--- src/sv/assert_macros.svh ---
// assertion macros used by the top level of the broadcast index map
// no dependencies; assertions are compiled out when SYNTHESIS is defined
`ifndef ASSERT_MACROS_SVH
`define ASSERT_MACROS_SVH
`ifndef SYNTHESIS
// checked while out of reset
`define ASSERT_CLK(label, clk, rstn, prop) \
    label: assert property (@(posedge clk) disable iff (!(rstn)) prop) \
        else $error("assertion failed");
// checked at every edge, reset included
`define ASSERT_RST(label, clk, prop) \
    label: assert property (@(posedge clk) prop) \
        else $error("assertion failed");
`else
`define ASSERT_CLK(label, clk, rstn, prop)
`define ASSERT_RST(label, clk, prop)
`endif
`endif

--- src/sv/bexp_pkg.sv ---
// shared types and constants of the broadcast index map
// no dependencies
package bexp_pkg;

    localparam int IDX_W = 48;      // width of linear indices
    localparam int DIV_STEPS = 4;   // quotient bits resolved per divider stage

    localparam logic [1:0] ST_OK    = 2'd0;
    localparam logic [1:0] ST_RANGE = 2'd1;
    localparam logic [1:0] ST_SHAPE = 2'd2;

    // item as it travels the axis pipeline
    typedef struct packed {
        logic [1:0]       status;
        logic [IDX_W-1:0] quo;      // remaining index, becomes quotient
        logic [IDX_W-1:0] src;      // source index so far
        logic [IDX_W-1:0] stride;   // input stride of current axis
    } bexp_item_t;

endpackage

--- src/sv/bexp_acc.sv ---
// per-axis accumulate: adds coordinate times stride unless the input size is one, advances the stride
// depends on bexp_pkg
module bexp_acc import bexp_pkg::*; #(
    parameter int DIM_BITS = 12
) (
    input  logic                aclk,
    input  logic                aresetn,
    input  logic [DIM_BITS-1:0] in_dim,
    input  logic                in_valid,
    input  bexp_item_t          in_item,
    input  logic [DIM_BITS-1:0] coord,
    output logic                in_ready,
    output logic                out_valid,
    output bexp_item_t          out_item,
    input  logic                out_ready
);

    localparam int PROD_W = IDX_W + DIM_BITS;

    logic              v_reg;
    bexp_item_t        item_reg;
    logic [PROD_W-1:0] cprod;
    logic [PROD_W-1:0] sprod;
    bexp_item_t        item_next;

    assign cprod = PROD_W'(coord) * PROD_W'(in_item.stride);
    assign sprod = PROD_W'(in_dim) * PROD_W'(in_item.stride);

    always_comb begin
        item_next = in_item;
        // axes of input size one add nothing
        if (in_dim > DIM_BITS'(1)) begin
            item_next.src = in_item.src + cprod[IDX_W-1:0];
        end
        item_next.stride = sprod[IDX_W-1:0];
    end

    assign in_ready = !v_reg || out_ready;

    always_ff @(posedge aclk) begin
        if (!aresetn) begin
            v_reg <= 1'b0;
        end else if (in_ready) begin
            v_reg <= in_valid;
        end
        if (in_ready && in_valid) begin
            item_reg <= item_next;
        end
    end

    assign out_valid = v_reg;
    assign out_item = item_reg;

endmodule
--- config.mk ---
export PLATFORM = sky130hd
export DESIGN_NAME = bexp_acc
export DESIGN_NICKNAME = d
export VERILOG_FILES = /design/src/sv/assert_macros.svh /design/src/sv/bexp_pkg.sv /design/src/sv/bexp_acc.sv
export SDC_FILE = /design/constraint.sdc
export NUM_CORES = 2
export LEC_CHECK = 0
export ABC_CLOCK_PERIOD_IN_PS = 9170
export BUFFER_PORTS_ARGS = -buffer_cell sky130_fd_sc_hd__buf_2
export CAP_MARGIN = 20
export CORE_MARGIN = 2
export CORE_UTILIZATION = 55
export DETAILED_ROUTE_END_ITERATION = 8
export PLACE_DENSITY = 0.75
export REMOVE_ABC_BUFFERS = 1
export SYNTH_ARGS = -nofsm -noshare
export SYNTH_HDL_FRONTEND = slang
export SYNTH_SLANG_ARGS = --single-unit
--- constraint.sdc ---
create_clock -name aclk -period 9.17 [get_ports aclk]
set_clock_uncertainty 0.1 [all_clocks]
set_input_delay 0.917 -clock aclk [delete_from_list [all_inputs] [get_ports aclk]]
set_output_delay 0.917 -clock aclk [all_outputs]
set_load 0.02 [all_outputs]
# Yosys cells after proc, flatten, opt, wreduce, memory -nomap -nowiden

Cells that the tools add are included.
Widths: inputs -> output; s select.

Add/sub/neg operators: 1
Multiply operators: 2
Magnitude comparators: 1
Mux-type cells: 1
Reductions and logical operators: 3

Operator list:

| operator            | count |
|---|---|
| $mul 12x48->48      | 2 |
| $add 48x48->48      | 1 |
| $mux 48             | 1 |
| $gt 12x1->1 const B | 1 |
| $logic_and 1x1->1   | 1 |
| $logic_not 1->1     | 1 |
| $logic_or 1x1->1    | 1 |

Flip-flop bits (word level): 147
Output and inout port bits: 148
Logic and storage cells: 13

# Logic depth before layout (Yosys ltp)

Depth after elaboration: 3
Mapped depth: 24
Gate-level depth less buffers: 22

# Least setup slack after synthesis

OpenSTA, ideal clock, no wires.

Path type: input to register
From: input coord[3]
To: register item_reg (netlist bit out_item[85]) (data pin)
Library setup time: 0.270 ns
Arrival time: 6.253 ns
Required time: 8.800 ns
Setup slack: 2.547 ns
Stages: 22
Buffers on the path: 2
Path through: clkbuf_1 clkbuf_1 nand2_1 fa_1 fa_1 fa_1 inv_1 fa_1 inv_1 fa_1 inv_1 ha_1 and3_1 nor2b_1 a211o_1 o21bai_1 a311o_1 a21oi_1 a2111oi_2 a21oi_1 xnor2_1 a21oi_1

RTL lines:

| element                | RTL line       | text |
|---|---|---|
| start: declaration     | bexp_acc.sv:11 | `input logic [DIM_BITS-1:0] coord,` |
| end signal: assignment | bexp_acc.sv:47 | `item_reg <= item_next;` |
| end: declaration       | bexp_acc.sv:21 | `bexp_item_t item_reg;` |

==> impl_metrics.env <==
export IMPL_chipHeight_um=259.8
export IMPL_coreArea_um2=64580
export IMPL_synth_edf_count=146
export IMPL_status="completed"
export IMPL_fmax_ghz=0.1402
export IMPL_start_kind="primary input"
export IMPL_layout_commonest_cell="inv_1"
export IMPL_yosysUniqueCellTypes=54
export IMPL_synth_main_ff_cell="edfxtp_1"
export IMPL_drc_errors=0
export IMPL_fin_setup_tns_ns=0
export IMPL_routed_wl_mm=88.00
export IMPL_final_layout_size_suffix_gt1_share_pct=9.414
export IMPL_grt_usage_pct=27.52
export IMPL_gp_congestion=0.8803
export IMPL_num_vias=26969
export IMPL_seqCellArea_um2=4404
export IMPL_syn_avg_cell_area_um2=9.099
export IMPL_cts_setup_buffers=0
export IMPL_clk_pin_slew_ns=0.08
export IMPL_fillers=5673
export IMPL_seq_area_frac_synth_pct=12.24
export IMPL_slew_violations=0
export IMPL_vias_per_cell=5.424
export IMPL_die_width_um=259.8
export IMPL_worstPathRequired_ns=9.30
export IMPL_cts_tree="done"
export IMPL_cp_end_kind="register"
export IMPL_syn_area_um2=35990
export IMPL_ctsHoldBuffers=0
export IMPL_die_area_um2=67490
export IMPL_ant_nets=0
export IMPL_wl_per_cell_um=17.70
export IMPL_num_rows=93
export IMPL_criticalPathCategory="primary input to register"
export IMPL_io_buffers=321
export IMPL_multi_input_comb_area_um2=27330
export IMPL_grt_pass1_vias=28635
export IMPL_crit_fanout=26
export IMPL_cts_resized_gates=0
export IMPL_drv_cap=0
export IMPL_postSynthRegisterBits=147
export IMPL_r2r_start="out_valid"
export IMPL_cts_htree_levels=4
export IMPL_relSlewSlack_pct=40.10
export IMPL_async_flop_share_pct=0
export IMPL_clock_sinks=147
export IMPL_grt_first_pass_wirelength_mm=144.5
export IMPL_area_growth_pct=7.382
export IMPL_insertion_delay_ns=0.48
export IMPL_firstDrtPassIters=8
export IMPL_min_delay_path_class="register to register"
export IMPL_start_util_pct=55.72
export IMPL_arrival_ns=7.26
export IMPL_grt_ovfl_total=0
export IMPL_first_iter_violations=1827
export IMPL_cts_root_buffer="clkbuf_16"
export IMPL_ios=322
export IMPL_synth_cells=3955
export IMPL_yosysWarnings=0
export IMPL_period_minus_slack_ns=7.133
export IMPL_min_from="out_valid"
export IMPL_fin_crit_sh_pct=77.79
export IMPL_rsz0062_at_grt="no"
export IMPL_grt_start_max_net_pins=65
export IMPL_layout_common_cells="inv_1 (913), fa_1 (843), nand2_1 (785), and2_1 (326), buf_2 (321)"
export IMPL_cts_made_buffers=17
export IMPL_worst_pin_slew_ns=0.8985
export IMPL_dp_hpwl_mm=67.77
export IMPL_clock_path_buffers=2
export IMPL_setup_viol=0
export IMPL_final_hold_violation_count=0
export IMPL_nets=5250
export IMPL_setup_worst_path_start="coord[3]"
export IMPL_antenna_found_initial=6
[metrics by stage]
| step | hold WS, ns | utilization [%] | instance area [um^2] | std cells | worst slack [ns] |
|---|---|---|---|---|---|
| floorplan | 0.6496 | - | 35150 | 3734 | 2.891 |
| global placement | 0.4233 | 58.87 | 38020 | 4934 | 1.883 |
| detailed placement | 0.4601 | 58.87 | 38020 | 4934 | 1.657 |
| CTS | 0.4596 | 59.81 | 38630 | 4966 | 2.101 |
| global route | 0.4800 | 59.82 | 38630 | 4967 | 1.692 |
| finish | 0.4613 | 59.84 | 38640 | 4972 | 2.037 |
[flip-flops by register name (all words and copies together) (netlist names)]
name	count
out_valid	1
out_item	146
[path summary, 6_finish.rpt]
kind	slack, ns	depth (start not counted)	to
worst max-delay path	2.04	21	out_item[92]
worst min-delay path	0.46	2	out_valid
worst max register to register	7.00	3	out_item[86]
worst min register to register	0.46	2	out_valid
[routing by layer]
layer,GRT usage [%],part of all wire (%)
met1,33.95,37
met2,48.94,53
met3,3.947,6.7
met4,10.39,3.1
met5,0,0.057
[cell usage after synthesis, drive strengths merged, types with 2 or more instances]
master | instances | area (um^2)
or2 | 2 | 12.51
a311o | 2 | 20.02
xor2 | 33 | 289.0
a21boi | 4 | 30.03
nand2 | 785 | 2947
a31oi | 14 | 87.58
nand3 | 22 | 110.1
o2111ai | 3 | 26.28
o21ai | 62 | 314.1
a211oi | 12 | 90.09
a311oi | 2 | 17.52
and2 | 327 | 2046
a21oi | 110 | 550.5
o31ai | 3 | 36.28
xnor2 | 86 | 753.2
inv | 913 | 3427
edfxtp | 146 | 4384
nor2b | 11 | 68.82
and4 | 3 | 26.28
a221o | 4 | 40.04
a2111oi | 2 | 23.77
buf | 8 | 33.78
a211o | 4 | 35.03
a31o | 2 | 17.52
ha | 135 | 1689
and3 | 17 | 106.4
nand2b | 5 | 31.28
o22ai | 2 | 12.51
nor2 | 72 | 270.3
a41o | 2 | 20.02
nor3 | 8 | 40.04
a41oi | 2 | 25.03
fa | 843 | 16880
clkbuf | 213 | 799.5
o21bai | 12 | 90.09
mux2i | 2 | 20.02
nor4 | 4 | 25.02
a21o | 43 | 322.8
o21a | 11 | 82.58
nand4 | 9 | 56.30
a221oi | 3 | 26.28
o211ai | 5 | 37.54
[critical path: stages]
cell       delay, ns
buf_2           0.51
buf_4           0.38
nand2_1         0.12
fa_1            0.53
fa_1            0.52
inv_1           0.05
fa_1            0.51
fa_1            0.50
inv_1           0.05
fa_1            0.47
inv_1           0.04
ha_1            0.36
a21o_1          0.19
a21o_1          0.17
a21oi_1         0.25
nor2_1          0.09
a2111oi_0       0.66
o21ai_2         0.26
a211oi_1        0.39
or4_1           0.17
nand4_1         0.09
[kinds of logic after synthesis]
| logic type | after synthesis | synth area share (%) |
|---|---|---|
| xor gates and xnor gates | 119 | 2.896 |
| and+or+nand+nor | 1269 | 16.03 |
| buffers and inverters | 1134 | 11.84 |
| muxes | 2 | 0.05563 |
| adders and majority gates | 978 | 51.59 |
| AOI/OAI and AO/OA | 306 | 5.348 |
| DFF | 147 | 12.24 |
[area by class of cell]
type / count / share of cell area [%]
Multi-Input combinational cell: 2674 / 70.72
Sequential cell: 147 / 11.40
Inverter: 913 / 8.869
Timing Repair Buffer: 345 / 4.624
Tap cell: 855 / 2.768
Clock buffer: 17 / 1.101
Clock inverter: 15 / 0.4792
Antenna cell: 6 / 0.03886
Power is not shown: default switching activity piles up to over one toggle a cycle in this logic, so the estimate is an artifact.
