===== src/sv/assert_macros.svh =====
// assertion macros used by the top level of the broadcast index map
// no dependencies; assertions are compiled out when SYNTHESIS is defined
`ifndef ASSERT_MACROS_SVH
`define ASSERT_MACROS_SVH
`ifndef SYNTHESIS
// checked while out of reset
`define ASSERT_CLK(label, clk, rstn, prop) \
    label: assert property (@(posedge clk) disable iff (!(rstn)) prop) \
        else $error("assertion failed");
// checked at every edge, reset included
`define ASSERT_RST(label, clk, prop) \
    label: assert property (@(posedge clk) prop) \
        else $error("assertion failed");
`else
`define ASSERT_CLK(label, clk, rstn, prop)
`define ASSERT_RST(label, clk, prop)
`endif
`endif


===== src/sv/bexp_pkg.sv =====
// shared types and constants of the broadcast index map
// no dependencies
package bexp_pkg;

    localparam int IDX_W = 48;      // width of linear indices
    localparam int DIV_STEPS = 4;   // quotient bits resolved per divider stage

    localparam logic [1:0] ST_OK    = 2'd0;
    localparam logic [1:0] ST_RANGE = 2'd1;
    localparam logic [1:0] ST_SHAPE = 2'd2;

    // item as it travels the axis pipeline
    typedef struct packed {
        logic [1:0]       status;
        logic [IDX_W-1:0] quo;      // remaining index, becomes quotient
        logic [IDX_W-1:0] src;      // source index so far
        logic [IDX_W-1:0] stride;   // input stride of current axis
    } bexp_item_t;

endpackage


===== src/sv/bexp_div.sv =====
// one slice of the restoring divider, DIV_STEPS quotient bits per stage
// depends on bexp_pkg
module bexp_div import bexp_pkg::*; #(
    parameter int DIM_BITS = 12
) (
    input  logic                aclk,
    input  logic                aresetn,
    input  logic [DIM_BITS-1:0] divisor,
    input  logic                in_valid,
    input  bexp_item_t          in_item,
    input  logic [DIM_BITS-1:0] in_rem,
    output logic                in_ready,
    output logic                out_valid,
    output bexp_item_t          out_item,
    output logic [DIM_BITS-1:0] out_rem,
    input  logic                out_ready
);

    logic                v_reg;
    bexp_item_t          item_reg;
    logic [DIM_BITS-1:0] rem_reg;
    bexp_item_t          item_next;
    logic [DIM_BITS-1:0] rem_next;

    always_comb begin
        logic [DIM_BITS:0] t;
        item_next = in_item;
        rem_next = in_rem;
        for (int s = 0; s < DIV_STEPS; s++) begin
            t = {rem_next, item_next.quo[IDX_W-1]};
            item_next.quo = {item_next.quo[IDX_W-2:0], 1'b0};
            if (t >= {1'b0, divisor}) begin
                t = t - {1'b0, divisor};
                item_next.quo[0] = 1'b1;
            end
            rem_next = t[DIM_BITS-1:0];
        end
    end

    assign in_ready = !v_reg || out_ready;

    always_ff @(posedge aclk) begin
        if (!aresetn) begin
            v_reg <= 1'b0;
        end else if (in_ready) begin
            v_reg <= in_valid;
        end
        if (in_ready && in_valid) begin
            item_reg <= item_next;
            rem_reg <= rem_next;
        end
    end

    assign out_valid = v_reg;
    assign out_item = item_reg;
    assign out_rem = rem_reg;

endmodule


===== config.mk =====
export PLATFORM = sky130hd
export DESIGN_NAME = bexp_div
export DESIGN_NICKNAME = d
export VERILOG_FILES = /design/src/sv/assert_macros.svh /design/src/sv/bexp_pkg.sv /design/src/sv/bexp_div.sv
export SDC_FILE = /design/constraint.sdc
export NUM_CORES = 1
export LEC_CHECK = 0
export ABC_AREA = 1
export BUFFER_PORTS_ARGS = -buffer_cell sky130_fd_sc_hd__buf_2
export CELL_PAD_IN_SITES_DETAIL_PLACEMENT = 1
export CELL_PAD_IN_SITES_GLOBAL_PLACEMENT = 1
export CORE_MARGIN = 2
export CORE_UTILIZATION = 39
export DETAILED_ROUTE_END_ITERATION = 8
export MAX_ROUTING_LAYER = met4
export PLACE_DENSITY = 0.9
export SETUP_SLACK_MARGIN = 0.3
export SLEW_MARGIN = 10
export SYNTH_ARGS = -nofsm -noshare
export SYNTH_HDL_FRONTEND = slang
export SYNTH_SLANG_ARGS = --single-unit
export TNS_END_PERCENT = 1

===== constraint.sdc =====
create_clock -name aclk -period 26.9 [get_ports aclk]
set_input_delay 1.345 -clock aclk [delete_from_list [all_inputs] [get_ports aclk]]
set_output_delay 1.345 -clock aclk [all_outputs]
set_load 0.005 [all_outputs]

Yosys cells after proc, flatten, opt, wreduce, memory -nomap -nowiden:

Cells that the tools add are included.

* $lt $le $gt $ge: 4
* reductions and logical operators: 3
* mux-type cells: 8
* $add $sub $neg: 4

Operator list (number)
* 13-bit by 12-bit >= comparator with 1-bit output: 4
* 12-bit 2-to-1 mux: 4
* 12-bit subtractor: 4
* 1-bit 2-to-1 mux: 4
* 1-bit logical AND: 1
* 1-bit zero test: 1
* 1-bit logical OR: 1

* logic and storage cells: 25
* output and inout bits: 160
* register bits: 159

Depth between registers and ports, before layout:

* word-level depth: 8
* depth in mapped cells: 50
* depth with buffers taken out: 47

Worst setup path after synthesis:

OpenSTA, ideal clock, no wires.

* kind: input-to-reg
* from: in in_valid
* to: reg item_reg (netlist bit out_item[0]), enable pin
* path slack: 17.194 ns
* stages on the path: 2
* arrival time: 8.978 ns
* data required time: 26.173 ns
* library setup time: 0.727 ns
* cell sequence: inv_1 a21oi_1

* word-level cells in the longest chain between the ends: 1

Ends and longest elaborated chain
* from (decl): RTL line bexp_div.sv:9 `input logic in_valid,`
* 1-bit logical AND: RTL line bexp_div.sv:48 `if (in_ready && in_valid) begin`
* to (signal assigned): RTL line bexp_div.sv:49 `item_reg <= item_next;`
* to (decl): RTL line bexp_div.sv:20 `bexp_item_t item_reg;`

Every way passes these cells.
A chain may end at the register's enable or synchronous reset.

Final worst setup path:

* from: in divisor[4]
* to: reg rem_reg[5], in the netlist out_rem[5], data pin

* word-level cells in the longest chain between the ends: 8
* elaborated cells between the ends (all ways): 12

Ends and longest elaborated chain
* from (decl): RTL line bexp_div.sv:8 `input logic [DIM_BITS-1:0] divisor,`
* 12-bit subtractor or 13-bit by 12-bit >= comparator with 1-bit output (tied branches): RTL line bexp_div.sv:33, bexp_div.sv:32
* 12-bit 2-to-1 mux: RTL line bexp_div.sv:32 `if (t >= {1'b0, divisor}) begin`
* 12-bit subtractor or 13-bit by 12-bit >= comparator with 1-bit output (tied branches): RTL line bexp_div.sv:33, bexp_div.sv:32
* 12-bit 2-to-1 mux: RTL line bexp_div.sv:32
* 13-bit by 12-bit >= comparator with 1-bit output or 12-bit subtractor (tied branches): RTL line bexp_div.sv:32, bexp_div.sv:33
* 12-bit 2-to-1 mux: RTL line bexp_div.sv:32
* 12-bit subtractor or 13-bit by 12-bit >= comparator with 1-bit output (tied branches): RTL line bexp_div.sv:33, bexp_div.sv:32
* 12-bit 2-to-1 mux (*): RTL line bexp_div.sv:32
* named net rem_next[5]: RTL line bexp_div.sv:23 `logic [DIM_BITS-1:0] rem_next;`
* to (signal assigned): RTL line bexp_div.sv:50 `rem_reg <= rem_next;`
* to (decl): RTL line bexp_div.sv:21 `logic [DIM_BITS-1:0] rem_reg;`

The timed path passes the listed nets; every way through them passes the cells marked *.

==> impl_metrics.yaml <==
sta:
  worst_slew_pin_slew_ns: 0.823
  fmax_mhz: 110
  min_period_over_period_pct: 33.8
  rsz0062_at_grt: "no"
  hold_viol_final: 0
  setup_viol: 0
  finalCriticalPeriod_ns: 9.10
  tns_ns: 0
  maxSlewViolCount: 0
  fin_skew_ns: 0.0113
  max-slew-margin-rel_pct: 45.2
  hold_ws_ns: 0.601
power:
  ir_worst_vdd_mv: 0.0555
  p_per_area_nw_per_um2: 102
  clkPwrFrac_pct: 23.0
  pwr-share-seq_pct: 30.3
  total_power_uw: 1080
  leakagePower_uw: 0.00494
  swShare_pct: 40.4
  p_sw_uw: 435
  p_comb_share_pct: 46.6
  p_int_uw: 641
clocking:
  numCtsBuffers: 17
  cts_sinks: 159
  cts_tree: "yes"
  post-cts-setup-buffer-count: 0
  cts_max_level: 4
  cts_hold_buf: 0
  cts_root_buf: "clkbuf_16"
  clockBufferDepth: 2
  cts_resized: 0
  clk_latency_ns: 0.42
  cts.clk_slew.worst_paths_ns: 0.07
global_route:
  grt_pass1_vias: 6820
  grt_remaining_overflow: 0
  grt_usage_pct: 27.2
  grt_util_met3_pct: 6.50
  grt_use_met2_pct: 44.7
  grt_antenna_before_repair: 2
  grtUsageMet1_pct: 33.8
  grt_pass1_wl_mm: 42.0
  grt_max_degree: 62
  grt_busiest_layer: "met2"
setup_path:
  slowest_stage: "o21ai_1"
  crit_cells: 44
  crit_buf_inv: 9
  worstSetupEndpointType: "flip-flop"
  r2r_cells: 3
  critPathRequiredTime_ns: 27.07
  startpoint: "divisor[4]"
  crit_type: "in -> reg"
  cpLargestDelayFamily: "simple AND/OR/NAND/NOR gates"
  worst_setup_path_start_kind: "primary input"
  r2r_start: "out_valid"
  arrival_ns: 9.26
  cpMostUsedCell: "nand2_1"
  critical_path.max_fanout: 21
  slowest_delay_ns: 0.43
finish:
  syn_to_final_growth_pct: 32.6
  finish.utilization_pct: 52.3
  final_cells: 1325
  drive_above_1_share_pct: 39.9
  final_nets: 1267
yosys:
  synth_cell_type_count: 43
  synth_flop_cell: "edfxtp_1"
  synth-seq-cells: 159
  synth_area_um2: 7930
  synth-edff-count: 158
  ys_async_sr_fraction_pct: 0
  synth_top_cells_by_area: "edfxtp_1, ha_1, nand2_1, inv_1, nand3_1"
  synth_top_area_share_pct: 59.8
  synth_cells: 693
  avgSynthCellArea_um2: 11.4
  yosysWarnings: 0
  synth_fp_nets: 919
  synth_seq_area_share_pct: 60.1
  synth_area_leader_cell: "edfxtp_1"
min_path:
  hold-path-cell-count: 2
  hold_class: "reg -> reg"
  min_from: "out_valid"
route:
  wl_per_cell_um: 21.7
  avgViaCountPerCell: 4.99
  vias: 6618
  drc: 0
  drt-total-wl_mm: 28.7
  dr.pass1.iters: 5
  drtIter0Drc: 395
  drtAntennaViolNets: 0
floorplanning:
  coreArea_um2: 20100
  die-width_um: 147
  io_pins: 334
  die_h_um: 147
  core.rowCount: 52
  start_util_pct: 39.5
  die_area_um2: 21500
status:
  status: "complete, no violations"
placement:
  gp_congestion: 0.947
  port_buffers: 333
  dp_cells: 1292
  dp_hpwl_mm: 23.4
run:
  drv_cap: 0
[final cells by class]
cell class	instances	area, um2
Inverter	87	327
Sequential cell	159	4760
Timing Repair Buffer	337	1700
Multi-Input combinational cell	439	2780
Antenna cell	2	5.00
Tap cell	270	338
Clock buffer	17	425
Fill cell	2349	9590
Clock inverter	14	175
[kinds of logic after synthesis]
group | count (synthesis) | share of synthesized area, %
xor gates and xnor gates | 35 | 3.87
and+or+nand+nor | 269 | 16.5
DFF | 159 | 60.1
AOI/OAI and AO/OA | 83 | 6.04
adders and majority gates | 52 | 8.58
buffers and inverters | 95 | 4.97
[worst min-delay path, cell delays in order, from the launching register on]
cell and delay (ns):
dfxtp_1 0.35, nand2_1 0.12, a21boi_0 0.09
[cell usage after synthesis (2+ instances only)]
library cell    n
xor2_1         21
o21ai_0        15
inv_2           7
nand2_4         3
inv_1          80
nand3_4         3
buf_6           2
ha_1           48
a21boi_0        3
o2111ai_1       3
or2_2           3
nor2_4          2
buf_2           3
fa_1            4
nand4_2         2
a31oi_1         3
o21ai_1        14
nor2_1         20
edfxtp_1      158
nand3_2         7
nand2_2        15
or2_1           3
xnor2_1        14
nand3_1        40
buf_4           2
o21bai_1        3
nand2_1       156
nor2_2          6
a21o_1          3
nand4_1         5
a21oi_1        31
o21a_1          3
[placed cells by master, fill, tap and decap left out, drive strengths merged, types with 2 or more instances in the layout]
cell	Yosys	routed
a21o	3	3
clkbuf	0	17
clkinv	0	3
edfxtp	158	158
xor2	21	21
nand4	7	7
nor2	29	29
inv	87	94
fa	4	4
o21ai	30	30
a21boi	3	3
clkinvlp	0	2
buf	8	337
nand2	174	174
diode	0	2
o2111ai	3	3
xnor2	14	14
ha	48	48
o21bai	3	3
bufinv	0	2
a21oi	32	32
a31oi	3	3
nand3	50	50
or2	6	6
o21a	3	3
[sequential cells by signal (all words and copies together), names as in the netlist]
signal and count:
out_item 146, out_rem 12, out_valid 1
[metrics by stage]
stage	setup WS (ns)	cell area, um2
floorplan	17.19	7930
global route	17.08	10500
global placement	17.94	9910
detailed placement	17.52	9910
CTS	17.94	10500
finish	17.80	10500
[path summary, 6_finish.rpt]
| kind | end | slack, ns |
|---|---|---|
| max | out_rem[5] | 17.80 |
| max reg2reg | out_item[101] | 24.62 |
| min reg2reg | out_valid | 0.60 |
| min | out_valid | 0.60 |
[power groups by stage]
stage               registers [uW]  logic [uW]  clock network [uW]
finish                         327         502                 248
global route                   329         555                 262
CTS                            327         499                 252
detailed placement             331         488                   0
global placement               330         464                   0
floorplan                      337         355                   0
[routing by layer]
metal,vias to the layer above,share of wire [%]
li1,3091,-
met1,3271,42
met2,230,50
met3,26,5.9
met4,0,1.8
met5,-,0
(Power assumes the default switching activity.)
