File: config.mk
export PLATFORM = sky130hd
export DESIGN_NAME = bexp_check
export DESIGN_NICKNAME = d
export VERILOG_FILES = /design/src/sv/assert_macros.svh /design/src/sv/bexp_pkg.sv /design/src/sv/bexp_check.sv
export SDC_FILE = /design/constraint.sdc
export NUM_CORES = 2
export LEC_CHECK = 0
export ABC_CLOCK_PERIOD_IN_PS = 8800
export BUFFER_PORTS_ARGS = -buffer_cell sky130_fd_sc_hd__buf_4
export CAP_MARGIN = 5
export CORE_MARGIN = 4
export CORE_UTILIZATION = 31
export CTS_BUF_LIST = sky130_fd_sc_hd__clkbuf_4 sky130_fd_sc_hd__clkbuf_8
export CTS_CLUSTER_DIAMETER = 100
export DETAILED_ROUTE_END_ITERATION = 12
export SLEW_MARGIN = 20
export SYNTH_ARGS = -nofsm -noshare
export SYNTH_HDL_FRONTEND = slang
export SYNTH_SLANG_ARGS = --single-unit
File: constraint.sdc
create_clock -name aclk -period 8.8 [get_ports aclk]
set_input_delay 1.32 -clock aclk [delete_from_list [all_inputs] [get_ports aclk]]
set_output_delay 1.32 -clock aclk [all_outputs]
set_load 0.005 [all_outputs]
File: src/sv/assert_macros.svh
// assertion macros used by the top level of the broadcast index map
// no dependencies; assertions are compiled out when SYNTHESIS is defined
`ifndef ASSERT_MACROS_SVH
`define ASSERT_MACROS_SVH
`ifndef SYNTHESIS
// checked while out of reset
`define ASSERT_CLK(label, clk, rstn, prop) \
    label: assert property (@(posedge clk) disable iff (!(rstn)) prop) \
        else $error("assertion failed");
// checked at every edge, reset included
`define ASSERT_RST(label, clk, prop) \
    label: assert property (@(posedge clk) prop) \
        else $error("assertion failed");
`else
`define ASSERT_CLK(label, clk, rstn, prop)
`define ASSERT_RST(label, clk, prop)
`endif
`endif

File: src/sv/bexp_pkg.sv
// shared types and constants of the broadcast index map
// no dependencies
package bexp_pkg;

    localparam int IDX_W = 48;      // width of linear indices
    localparam int DIV_STEPS = 4;   // quotient bits resolved per divider stage

    localparam logic [1:0] ST_OK    = 2'd0;
    localparam logic [1:0] ST_RANGE = 2'd1;
    localparam logic [1:0] ST_SHAPE = 2'd2;

    // item as it travels the axis pipeline
    typedef struct packed {
        logic [1:0]       status;
        logic [IDX_W-1:0] quo;      // remaining index, becomes quotient
        logic [IDX_W-1:0] src;      // source index so far
        logic [IDX_W-1:0] stride;   // input stride of current axis
    } bexp_item_t;

endpackage

File: src/sv/bexp_check.sv
// shape and range check: element count built one axis per stage
// depends on bexp_pkg
module bexp_check import bexp_pkg::*; #(
    parameter int MAX_RANK = 4,
    parameter int DIM_BITS = 12
) (
    input  logic                aclk,
    input  logic                aresetn,
    input  logic [DIM_BITS-1:0] odim [MAX_RANK],
    input  logic                shape_bad,
    input  logic                in_valid,
    input  logic [IDX_W-1:0]    in_index,
    output logic                in_ready,
    output logic                out_valid,
    output bexp_item_t          out_item,
    input  logic                out_ready
);

    localparam int TOT_W = IDX_W + 1;
    localparam int PROD_W = TOT_W + DIM_BITS;
    localparam logic [TOT_W-1:0] CAP = {1'b1, {IDX_W{1'b0}}};

    logic             v_reg   [MAX_RANK];
    logic [IDX_W-1:0] idx_reg [MAX_RANK];
    logic [TOT_W-1:0] tot_reg [MAX_RANK];
    logic             bad_reg [MAX_RANK];
    logic             rdy     [MAX_RANK+1];
    logic             out_v_reg;
    bexp_item_t       item_reg;

    function automatic logic [TOT_W-1:0] sat_mul(input logic [TOT_W-1:0] a,
                                                 input logic [DIM_BITS-1:0] b);
        logic [PROD_W-1:0] p;
        p = PROD_W'(a) * PROD_W'(b);
        sat_mul = (p > PROD_W'(CAP)) ? CAP : p[TOT_W-1:0];
    endfunction

    assign in_ready = rdy[0];
    assign rdy[MAX_RANK] = !out_v_reg || out_ready;

    for (genvar k = 0; k < MAX_RANK; k++) begin : g_stage
        logic             pv;
        logic [IDX_W-1:0] pidx;
        logic [TOT_W-1:0] tot_next;
        logic             pbad;
        if (k == 0) begin : g_first
            assign pv = in_valid;
            assign pidx = in_index;
            assign pbad = shape_bad;
            assign tot_next = TOT_W'(odim[0]);
        end else begin : g_rest
            assign pv = v_reg[k-1];
            assign pidx = idx_reg[k-1];
            assign pbad = bad_reg[k-1];
            assign tot_next = sat_mul(tot_reg[k-1], odim[k]);
        end
        assign rdy[k] = !v_reg[k] || rdy[k+1];
        always_ff @(posedge aclk) begin
            if (!aresetn) begin
                v_reg[k] <= 1'b0;
            end else if (rdy[k]) begin
                v_reg[k] <= pv;
            end
            if (rdy[k] && pv) begin
                idx_reg[k] <= pidx;
                tot_reg[k] <= tot_next;
                bad_reg[k] <= pbad;
            end
        end
    end

    always_ff @(posedge aclk) begin
        if (!aresetn) begin
            out_v_reg <= 1'b0;
        end else if (rdy[MAX_RANK]) begin
            out_v_reg <= v_reg[MAX_RANK-1];
        end
        if (rdy[MAX_RANK] && v_reg[MAX_RANK-1]) begin
            if (bad_reg[MAX_RANK-1]) begin
                item_reg.status <= ST_SHAPE;
            end else if (TOT_W'(idx_reg[MAX_RANK-1]) >= tot_reg[MAX_RANK-1]) begin
                item_reg.status <= ST_RANGE;
            end else begin
                item_reg.status <= ST_OK;
            end
            item_reg.quo <= idx_reg[MAX_RANK-1];
            item_reg.src <= '0;
            item_reg.stride <= IDX_W'(1);
        end
    end

    assign out_valid = out_v_reg;
    assign out_item = item_reg;

endmodule

# Yosys cells after proc, flatten, opt, wreduce, memory -nomap -nowiden
# Memories as Yosys holds them, arrays and structs flattened.
# Index checks and enable logic that the tools add are counted.
[totals]
in_bits = 101
word_cells = 62
latch_bits = 0
ff_bits = 51
out_inout_bits = 148
n_memories = 4
mem_bits_rw = 396
mem_bits_ro = 0
[memory_table]
columns = ["name", "words", "word_bits", "rd", "rd_ports_with_merged_regs", "write_ports", "line_no", "text"]
rows = [
  ["tot_reg", 4, 49, 4, 0, 4, "bexp_check.sv:25", "logic [TOT_W-1:0] tot_reg [MAX_RANK];"],
  ["idx_reg", 4, 48, 4, 0, 4, "bexp_check.sv:24", "logic [IDX_W-1:0] idx_reg [MAX_RANK];"],
  ["bad_reg", 4, 1, 4, 0, 4, "bexp_check.sv:26", "logic bad_reg [MAX_RANK];"],
  ["v_reg", 4, 1, 4, 0, 4, "bexp_check.sv:23", "logic v_reg [MAX_RANK];"],
]
[classes]
bitwise_logic = 4
mux = 29
n_eq_ne = 0
add_sub_neg = 0
shifts = 0
n_reduce_logical = 15
multipliers = 3
div_mod_pow = 0
order_cmp = 4
[ops]
columns = ["operator", "n"]
rows = [
  ["$gt 61x49->1 const B", 3],
  ["$mul 49x12->61", 3],
  ["$mux 49", 3],
  ["$ge 48x49->1", 1],
  ["$mux 1", 26],
  ["$logic_and 1x1->1", 5],
  ["$logic_not 1->1", 5],
  ["$logic_or 1x1->1", 5],
  ["$or 1x1->1", 4],
]

# Longest topological paths before layout
[logic_depth]
ltp_word = 10
depth_mapped = 28
ltp_nobuf = 24

# Least setup slack after synthesis
# Ideal clock, no wire load.
[synth_timing]
kind = "input -> register"
start = "input out_ready"
end = "memory bad_reg[2] (enable)"
stages = 3
path_slack_ns = 0.102
required_time_ns = 8.127
arrival_ns = 8.025
setup_ns = 0.673
n_path_buf = 0
cell_sequence = "nor2b_1 -> and2_1 -> a21boi_0"
[synth_rtl]
columns = ["item", "line_no", "text"]
rows = [
  ["start, declared", "bexp_check.sv:16", "input logic out_ready"],
  ["end, declared", "bexp_check.sv:26", ""],
]

==> run metrics <==
hold path depth=0; Period Utilization, post-route=around 95%; largest net degree at the start of global routing=between 70 and 80; commonest non-fill, non-tap cell in the layout=inv_1; # IOs=about 250; most frequent cells in the layout=764 x inv_1, 724 x nand2_1, 723 x fa_1, 376 x edfxtp_1, 295 x and2_1; crit path DAT=8.92 ns; WL met1=a little over 40000 um; Final Hold Viols=0; Worst-Skew Late Latency=~0.74 ns; Mapped Cells=4187; fin crit period=between 8 and 9 ns; worst hold path startpoint=idx_reg[2][39]$_DFFE_PP_; Distinct cells, synth=74; gr usage total=13.4%; critical path required time=between 9 and 10 ns; R2R depth=24; Top FF cell, synth=edfxtp_1; sequential element share of the synthesized area=between 20% and 30%; Crit path top cell by count=fa_1; share of cells above drive strength 1=under 10%; yosys warns=0; Startpoint Class=input pin; drt pass-1 iters=5; unrepaired setup endpoints after global routing=false; gr ovfl total=0; number of I/O port buffers=152; Clk pin slew, worst setup/hold paths=0.06 ns; WHS Endpoint=idx_reg[3][39]$_DFFE_PP_; first-pass GRT wire length=approximately 160000 um; DRC errors left=0; RR Endpoint=tot_reg[3][33]$_SDFFCE_PN0P_; routed len/inst=around 16 um; reg2reg start=tot_reg[2][27]$_DFFE_PP_; final WL=96900 um; Syn Area/Cell=10.3 um^2; die area=145000 um^2; fillers=around 14k; ANT nets after route=0; initial drt markers=1472; initial core utilization=~31%; FMAX=~120 MHz; Largest stage delay, worst path=approximately 0.57 ns; Worst-Margin Slew=around 1.0 ns; Max clock buf depth=3; worst setup path class=in2reg; WL met2=approximately 48000 um; die height=between 300 and 400 um; PostCTS Resize Cnt=0; Hold-fix buffers, CTS=0; share of the synthesized area in the top cell type=between 30% and 40%; metal3 WL=between 5000 and 6000 um; top post-synthesis cells by area=fa_1 34%, edfxtp_1 26%, ha_1 8.6%, inv_1 6.7%, nand2_1 6.3%; max_slew headroom=33.2%; Die X=about 380 um; CP max-delay cell=or4_4; Worst Clk Skew=just under 0.09 ns; number of core rows=about 140; routed via count=between 20k and 30k; CTS H-Tree Depth=2; vias in the first global route=30.1k; worst hold path class=reg2reg; final instance area=between 40000 and 50000 um^2; antenna violations before repair=12; clk root buf=clkbuf_8; Worst Setup End Kind=flip-flop; Vias/cell=about 4.6; max cap viols=0; global placer's final weighted congestion=around 0.86; post-synth top area cell=fa_1; status=finished clean; setup violators final=0; async set or reset register ratio after synthesis=0%; CTS tree=done; clk sinks=~380; Num CTS Buffers=just over 60; Setup Buffers After CTS=0; max FFs per register=approximately 190; max layer used=met5; Worst R2R Setup Slack=0.83 ns; number of flops mapped to enable cells by yosys=roughly 380; fin. max-slew vios=0; final net count=5376; area grow syn2layout=9.26%; FF+latch count, synth=378; DP HPWL=76700 um; Placed Area=45700 um^2; core area=137000 um^2; cell area after synthesis=43000 um^2; Max Fanout on Critical Path=27
[stage by stage]
step,instances,utilization [%],setup slack [ns],hold WS (ns),TNS (ns)
floorplan,4281,-,0.102,0.400,0
CTS,6100,34.1,0.521,0.355,0
finish,6104,34.1,0.418,0.356,0
global placement,5989,33.2,-0.166,0.400,-5.11
detailed placement,5989,33.2,-0.264,0.405,-8.74
global route,6102,34.1,0.0268,0.357,0
[layout make-up]
type	count	area (um^2)	area share, %
multi-input cells	2851	27700	59.0
flip-flops and latches	378	11300	24.1
well taps	1794	2240	4.78
clock inverters	39	332	0.706
repair buffers	202	1530	3.27
inverters	764	2870	6.11
diodes	4	10.0	0.0213
clock buffers	72	922	1.96
[cells in the mapped netlist (all sizes together) (6+ instances only)]
cell type / count
a2111oi: 6
a211oi: 15
a21boi: 9
a21o: 46
a21oi: 111
a31oi: 7
and2: 296
and3: 20
and3b: 6
buf: 100
clkbuf: 188
edfxtp: 376
fa: 723
ha: 294
inv: 764
nand2: 724
nand2b: 14
nand3: 31
nand4: 21
nor2: 105
nor2b: 25
nor3: 27
o211ai: 9
o21a: 21
o21ai: 66
o21bai: 15
or3: 8
xnor2: 50
xor2: 28
[how the worst max path moves through the flow]
stage,from,to,slack (ns),cells past startpoint
finish,odim[11],tot_reg[3][33]$_SDFFCE_PN0P_,0.42,26
detailed placement,odim[11],tot_reg[3][22]$_SDFFCE_PN0P_,-0.26,26
floorplan,out_ready,bad_reg[2]$_DFFE_PP_,0.10,3
CTS,odim[11],tot_reg[3][33]$_SDFFCE_PN0P_,0.52,26
global route,odim[6],tot_reg[3][26]$_SDFFCE_PN0P_,0.03,26
global placement,odim[11],tot_reg[3][8]$_SDFFCE_PN0P_,-0.17,26
[worst max-delay path: cells and delay by family]
kind            cells  cell delay (ns)
fa+ha+maj           6             3.06
xor+xnor            1             0.35
compound gates      5             1.47
simple gates        7             1.77
buf+inv             7             0.90
[kinds of logic (layout without fill, tap and decap cells)]
family	Yosys count	count (layout)	share of synthesized area (%)
adders and majority gates	1017	1017	42.3
AOI/OAI and AO/OA	346	346	5.24
and+or+nand+nor	1307	1307	14.3
muxes	7	7	0.169
other	2	100	0.0175
xor gates and xnor gates	78	78	1.59
buffers and inverters	1052	1077	10.1
DFF	378	378	26.4
[per-layer routing]
metal / vias to the layer above / track usage [%]
met5: - / 0
met4: 10 / 3.32
met3: 131 / 2.81
met2: 639 / 23.1
met1: 14500 / 17.2
li1: 13000 / -
Power is left out: the tool's default activity adds up to more than one toggle a clock period on the data nets, which glitch-free logic cannot reach.
